--- config.mk ---
export PLATFORM = sky130hd
export DESIGN_NAME = terminal_key_escape_decoder
export DESIGN_NICKNAME = d
export VERILOG_FILES = /design/src/hdl/tked_pkg.sv /design/src/hdl/terminal_key_escape_decoder.sv /design/src/hdl/tked_core.sv
export SDC_FILE = /design/constraint.sdc
export NUM_CORES = 1
export LEC_CHECK = 0
export ABC_AREA = 1
export BUFFER_PORTS_ARGS = -buffer_cell sky130_fd_sc_hd__buf_2
export CAP_MARGIN = 20
export CORE_AREA = 5 5 110 112
export DETAILED_ROUTE_END_ITERATION = 10
export DIE_AREA = 0 0 115 117
export PLACE_DENSITY = 0.5
export SYNTH_ARGS = -nofsm -noshare
export SYNTH_HDL_FRONTEND = slang
export SYNTH_SLANG_ARGS = --single-unit
export TNS_END_PERCENT = 5
--- constraint.sdc ---
create_clock -name clk_i -period 2.55 [get_ports clk_i]
set_input_delay 0.51 -clock clk_i [delete_from_list [all_inputs] [get_ports clk_i]]
set_output_delay 0.51 -clock clk_i [all_outputs]
set_load 0.02 [all_outputs]
--- src/hdl/tked_pkg.sv ---
// ---------------------------------------------------------------------------
// Terminal key escape decoder package
// Result type, status codes and character constants.
// ---------------------------------------------------------------------------
package tked_pkg;

  typedef enum logic [1:0] {
    ST_PENDING = 2'd0,
    ST_KEY     = 2'd1,
    ST_ERROR   = 2'd2
  } status_e;

  localparam logic [7:0] CH_ESC   = 8'h1B;
  localparam logic [7:0] CH_LBR   = 8'h5B;
  localparam logic [7:0] CH_SEMI  = 8'h3B;
  localparam logic [7:0] CH_TILDE = 8'h7E;
  localparam logic [7:0] CH_ZERO  = 8'h30;
  localparam logic [7:0] CH_NINE  = 8'h39;

  localparam int unsigned DataW = 16;
  localparam int unsigned UserW = 8;

  typedef struct packed {
    logic       mod_meta;
    logic       mod_ctrl;
    logic       mod_alt;
    logic       mod_shift;
    logic       is_keycode;
    logic [7:0] key_value;
    status_e    status;
  } result_t;

endpackage

--- src/hdl/terminal_key_escape_decoder.sv ---
// ---------------------------------------------------------------------------
// Terminal key escape decoder
// Decodes plain keys and ESC [ control sequences from a terminal byte stream.
// ---------------------------------------------------------------------------
// Usage:
//   Input stream s_axis carries one raw terminal byte per item in tdata.
//   Output stream m_axis gives exactly one result item per input byte:
//   tuser holds the status (pending, key ready, error) and the keycode flag,
//   tdata the key value and the four modifier bits.
//   Path: an accepted byte passes through the input register, then the
//   result register, and shows on m_axis once the result register is free.
//   Throughput: one item per cycle while the receiver is ready; the decode
//   is a single pass through the parse core between the two registers, and
//   sequence state updates as the item moves into the result register.
//   Stall: while m_axis_tready is low the result holds, one more byte may
//   wait in the input register, and s_axis_tready drops after that.
//   Reset: both registers empty, parser back at its start state with both
//   numbers cleared.
// ---------------------------------------------------------------------------
module terminal_key_escape_decoder (
  input  logic                          clk_i,
  input  logic                          rst_ni,
  input  logic                          s_axis_tvalid,
  output logic                          s_axis_tready,
  input  logic [7:0]                    s_axis_tdata,   // [7:0] in_byte
  output logic                          m_axis_tvalid,
  input  logic                          m_axis_tready,
  // [7:0] key_value, [8] mod_shift, [9] mod_alt, [10] mod_ctrl, [11] mod_meta
  output logic [tked_pkg::DataW-1:0]    m_axis_tdata,
  // [1:0] status, [2] is_keycode
  output logic [tked_pkg::UserW-1:0]    m_axis_tuser
);
  import tked_pkg::*;

  logic       in_vld_q;
  logic [7:0] in_byte_q;
  logic       out_vld_q;
  result_t    out_q;
  result_t    core_res;
  logic       out_free;
  logic       step;

  assign out_free      = !out_vld_q || m_axis_tready;
  assign step          = in_vld_q && out_free;
  assign s_axis_tready = !in_vld_q || step;

  tked_core u_core (
    .clk_i    (clk_i),
    .rst_ni   (rst_ni),
    .step_i   (step),
    .byte_i   (in_byte_q),
    .result_o (core_res)
  );

  always_ff @(posedge clk_i or negedge rst_ni) begin
    if (!rst_ni) begin
      in_vld_q  <= 1'b0;
      out_vld_q <= 1'b0;
    end else begin
      if (s_axis_tready) begin
        in_vld_q <= s_axis_tvalid;
      end
      if (out_free) begin
        out_vld_q <= in_vld_q;
      end
    end
  end

  always_ff @(posedge clk_i) begin
    if (s_axis_tready && s_axis_tvalid) begin
      in_byte_q <= s_axis_tdata;
    end
    if (step) begin
      out_q <= core_res;
    end
  end

  assign m_axis_tvalid = out_vld_q;
  assign m_axis_tdata  = {4'd0, out_q.mod_meta, out_q.mod_ctrl, out_q.mod_alt,
                          out_q.mod_shift, out_q.key_value};
  assign m_axis_tuser  = {5'd0, out_q.is_keycode, out_q.status};

endmodule

--- src/hdl/tked_core.sv ---
// ---------------------------------------------------------------------------
// Terminal key escape decoder: parse core
// Sequence state and the per-byte decode; state moves on step_i.
// ---------------------------------------------------------------------------
module tked_core (
  input  logic            clk_i,
  input  logic            rst_ni,
  input  logic            step_i,
  input  logic [7:0]      byte_i,
  output tked_pkg::result_t result_o
);
  import tked_pkg::*;

  localparam logic [1:0] PH_START = 2'd0;
  localparam logic [1:0] PH_ESC   = 2'd1;
  localparam logic [1:0] PH_NUM1  = 2'd2;
  localparam logic [1:0] PH_NUM2  = 2'd3;

  logic [1:0] phase_q, phase_d;
  logic [7:0] num1_q, num1_d;
  logic [7:0] num2_q, num2_d;
  logic       digit;
  logic [7:0] digit_val;
  logic [7:0] num1_step, num2_step;
  logic [7:0] num1_fix, num2_fix;
  logic [7:0] mods_raw;
  result_t    res;

  assign digit     = (byte_i >= CH_ZERO) && (byte_i <= CH_NINE);
  assign digit_val = byte_i - CH_ZERO;
  // n*10 + d, wrapping at 8 bits
  assign num1_step = (num1_q << 3) + (num1_q << 1) + digit_val;
  assign num2_step = (num2_q << 3) + (num2_q << 1) + digit_val;
  assign num1_fix  = (num1_q == 8'd0) ? 8'd1 : num1_q;
  assign num2_fix  = (num2_q == 8'd0) ? 8'd1 : num2_q;

  always_comb begin
    phase_d  = phase_q;
    num1_d   = num1_q;
    num2_d   = num2_q;
    mods_raw = 8'd1;
    res      = '0;
    res.status = ST_PENDING;
    unique case (phase_q)
      PH_START: begin
        if (byte_i == CH_ESC) begin
          phase_d = PH_ESC;
        end else begin
          res.status    = ST_KEY;
          res.key_value = byte_i;
        end
      end
      PH_ESC: begin
        if (byte_i == CH_ESC) begin
          phase_d       = PH_START;
          res.status    = ST_KEY;
          res.key_value = CH_ESC;
        end else if (byte_i == CH_LBR) begin
          phase_d = PH_NUM1;
          num1_d  = 8'd0;
        end else begin
          phase_d    = PH_START;
          res.status = ST_ERROR;
        end
      end
      PH_NUM1: begin
        if (digit) begin
          num1_d = num1_step;
        end else begin
          num1_d = num1_fix;
          priority if (byte_i == CH_SEMI) begin
            phase_d = PH_NUM2;
            num2_d  = 8'd0;
          end else if (byte_i == CH_TILDE) begin
            phase_d        = PH_START;
            res.status     = ST_KEY;
            res.key_value  = num1_fix;
            res.is_keycode = 1'b1;
          end else begin
            phase_d        = PH_START;
            res.status     = ST_KEY;
            res.key_value  = byte_i;
            res.is_keycode = 1'b1;
            mods_raw       = num1_fix;
          end
        end
      end
      PH_NUM2: begin
        if (digit) begin
          num2_d = num2_step;
        end else if (byte_i == CH_TILDE) begin
          phase_d        = PH_START;
          num2_d         = num2_fix;
          res.status     = ST_KEY;
          res.key_value  = num1_q;
          res.is_keycode = 1'b1;
          mods_raw       = num2_fix;
        end else begin
          phase_d    = PH_START;
          res.status = ST_ERROR;
        end
      end
      default: begin
        phase_d = PH_START;
      end
    endcase
    // modifier value is number minus one; mods_raw defaults to 1, giving none
    {res.mod_meta, res.mod_ctrl, res.mod_alt, res.mod_shift} = 4'(mods_raw - 8'd1);
  end

  assign result_o = res;

  always_ff @(posedge clk_i or negedge rst_ni) begin
    if (!rst_ni) begin
      phase_q <= PH_START;
      num1_q  <= 8'd0;
      num2_q  <= 8'd0;
    end else if (step_i) begin
      phase_q <= phase_d;
      num1_q  <= num1_d;
      num2_q  <= num2_d;
    end
  end

endmodule

==> results_dict.tcl <==
set metrics [dict create \
    num_rows 39 \
    cts_tree "done" \
    n_antenna_cell 0 \
    grt_max_degree 21 \
    antenna_found_initial 0 \
    period_share 0.959 \
    rsz0062_at_grt "yes" \
    clockBufferDepth 2 \
    insertion_delay_ps 280 \
    avgSynthCellArea_um2 8.13 \
    worstRegToRegCells 9 \
    regArea_mm2 0.00119 \
    p_leak_nw 1.82 \
    grt_usage 0.118 \
    worstReg2RegStart "in_byte_q[4]$_DFFE_PP_" \
    finalSetupViolations 0 \
    die_x_um 115 \
    start_util 0.289 \
    endpoint_kind "register" \
    cp-start-kind "register" \
    critPathArrivalTime_ps 2610 \
    final_max_slew_viol_count 0 \
    cts_buffers 5 \
    grt_pass1_vias 2495 \
    worstPathRequired_ps 2710 \
    synth_cells 395 \
    min_period_ps 2450 \
    yosysUniqueCellTypes 37 \
    async_reset_ff_frac 0.465 \
    yosysSeqAreaShare 0.371 \
    n_fill_cell 1189 \
    postRouteAntennaNets 0 \
    gr-total-overflow 0 \
    final_util 0.340 \
    hold_path_class "in -> async" \
    cts_root_buffer "clkbuf_16" \
    cts_hold_buf 0 \
    drive_gt1_frac 0.183 \
    setup_tns_ps 0 \
    areaGrowthSynthToFinish_pct 17.9 \
    outcome "completed" \
    drt_wl_total_um 7820 \
    drtIter0Drc 152 \
    hpwl_um 6410 \
    cap_violations 0 \
    fin_skew_ps 5.26 \
    synth_warnings 0 \
    fin_nets 480 \
    cp_max_fo 4 \
    startpoint "in_byte_q[4]$_DFFE_PP_" \
    hold_violations 0 \
    viasPerCell 4.57 \
    port_buffers 28 \
    coreArea_mm2 0.0111 \
    grt_pass1_wl_um 12500 \
    max_stage_delay_ps 530 \
    h-tree-depth 2 \
    path_cells "buf_4, buf_4, fa_1, inv_1, ha_1, a21oi_1, o21ai_0, xnor2_1, o21ai_1" \
    cp_slowest_cell "fa_1" \
    max-vdd-ir-drop_mv 0.380 \
    synth_edf_count 23 \
    reg2reg_slack_ps 100 \
    multi_input_area_mm2 0.00175 \
    clk_pin_slew_ps 60 \
    yosys_most_used_dff "edfxtp_1" \
    wire_per_inst_um 13.5 \
    synth_area_mm2 0.00321 \
    power_density_mw_per_mm2 849 \
    clkSinkCount 43 \
    crit_top_cell "buf_4" \
    vias 2652 \
    timing.rr.end "u_core.num2_q[5]$_DFFE_PN0P_" \
    ys_seq_elements 43 \
    fmax_mhz 409 \
    setup.worst_path.class "reg -> reg" \
    die_h_um 117 \
    dieArea_mm2 0.0135 \
    gp_congestion 0.872 \
    holdWs_ps 184 \
    worstSetupEndpoint "u_core.num2_q[5]$_DFFE_PN0P_" \
    drc 0 \
    drtPass1Iterations 4 \
    io_pins 38 \
]
synth_stat cells, types with 3 or more instances:
| master | n | area (um^2) |
|---|---|---|
| nand2_1 | 94 | 353 |
| inv_1 | 58 | 218 |
| nor2_1 | 27 | 101 |
| nand3_1 | 25 | 125 |
| edfxtp_1 | 23 | 691 |
| ha_1 | 22 | 275 |
| dfrtp_1 | 20 | 500 |
| a21oi_1 | 18 | 90.1 |
| o21ai_1 | 15 | 75.1 |
| buf_4 | 11 | 82.6 |
| fa_1 | 10 | 200 |
| o21ai_0 | 9 | 45.0 |
| inv_2 | 7 | 26.3 |
| xor2_1 | 7 | 61.3 |
| nand2_2 | 6 | 37.5 |
| nor2_2 | 6 | 37.5 |
| nand3b_1 | 4 | 30.0 |
| nand4_1 | 4 | 25.0 |
| o211ai_1 | 4 | 30.0 |
| nor2_4 | 3 | 33.8 |
timing repair:
action                                 4_1_cts  5_1_grt
resized for setup                            0        5
endpoints found under the hold margin        0        0
setup buffers                                0        1
setup endpoints to repair                    0        2
state kept, by name, indices dropped and copies added (netlist names):
register / flops
m_axis_tvalid: 1
u_core.num1_q: 8
in_vld_q: 1
u_core.num2_q: 8
u_core.phase_q: 2
m_axis_tuser: 3
in_byte_q: 8
m_axis_tdata: 12
metal layers:
layer / track usage / vias up / share of wire
li1: - / 1337 / -
met1: 0.166 / 1252 / 0.48
met2: 0.193 / 57 / 0.46
met3: 0.0206 / 6 / 0.045
met4: 0.0227 / 0 / 0.0077
met5: 0 / - / 0
per-stage QoR:
step / cell area (um^2) / total power, mW / std cells / worst slack [ps]
after global routing: 3780 / 3.47 / 580 / -7.03
final: 3780 / 3.21 / 580 / 104
after CTS: 3720 / 3.13 / 579 / 93.4
after floorplan: 3240 / 1.99 / 403 / 116
after detailed placement: 3540 / 2.33 / 571 / 128
after global placement: 3540 / 2.32 / 571 / 168
worst min path at each step:
stage	slack, ps	end
6_report	180	u_core.num2_q[4]$_DFFE_PN0P_
2_1_floorplan	210	in_vld_q$_DFFE_PN0N_
3_5_place_dp	470	u_core.num2_q[7]$_DFFE_PN0P_
4_1_cts	210	m_axis_tvalid$_DFFE_PN0P_
3_3_place_gp	480	u_core.num2_q[7]$_DFFE_PN0P_
5_1_grt	220	u_core.num1_q[4]$_DFFE_PN0P_
cell families (layout without fill, tap and decap cells):
logic type	after synthesis	after routing	synth area share
and+or+nand+nor	175	175	0.251
adders and majority gates	32	32	0.148
DFF	43	43	0.371
xor gates and xnor gates	9	9	0.0246
other	1	9	0.00117
buffers and inverters	80	114	0.109
AOI/OAI and AO/OA	55	55	0.0951
report_power, final:
part / internal (mW) / switching [mW] / total [mW]
registers: 0.880 / 0.109 / 0.989
clock network: 0.522 / 0.262 / 0.784
logic: 0.566 / 0.873 / 1.44
area by class of cell:
cell class                 instances  area share
multi-input combinational        280       0.463
sequential                        43       0.315
inverter                          66      0.0655
timing repair buffer              40      0.0608
tap                              143      0.0473
clock buffer                       7      0.0407
clock inverter                     1     0.00793
critical path: cells and delay by family (launching register included):
kind,cells,cell delay [ps]
buffers and inverters,3,340
DFF,1,430
xor gates and xnor gates,1,200
adders and majority gates,2,880
AOI/OAI and AO/OA,3,460
layout by cell type, fill, tap and decap left out, types with 9 or more instances in the layout:
cell type  count
a21oi_1       18
inv_1         58
buf_2         28
fa_1          10
conb_1         9
o21ai_1       15
edfxtp_1      23
nand2_1       94
o21ai_0        9
dfrtp_1       20
ha_1          17
buf_4         12
nor2_1        27
nand3_1       25
No activity file was read; power rests on OpenSTA's default activity.
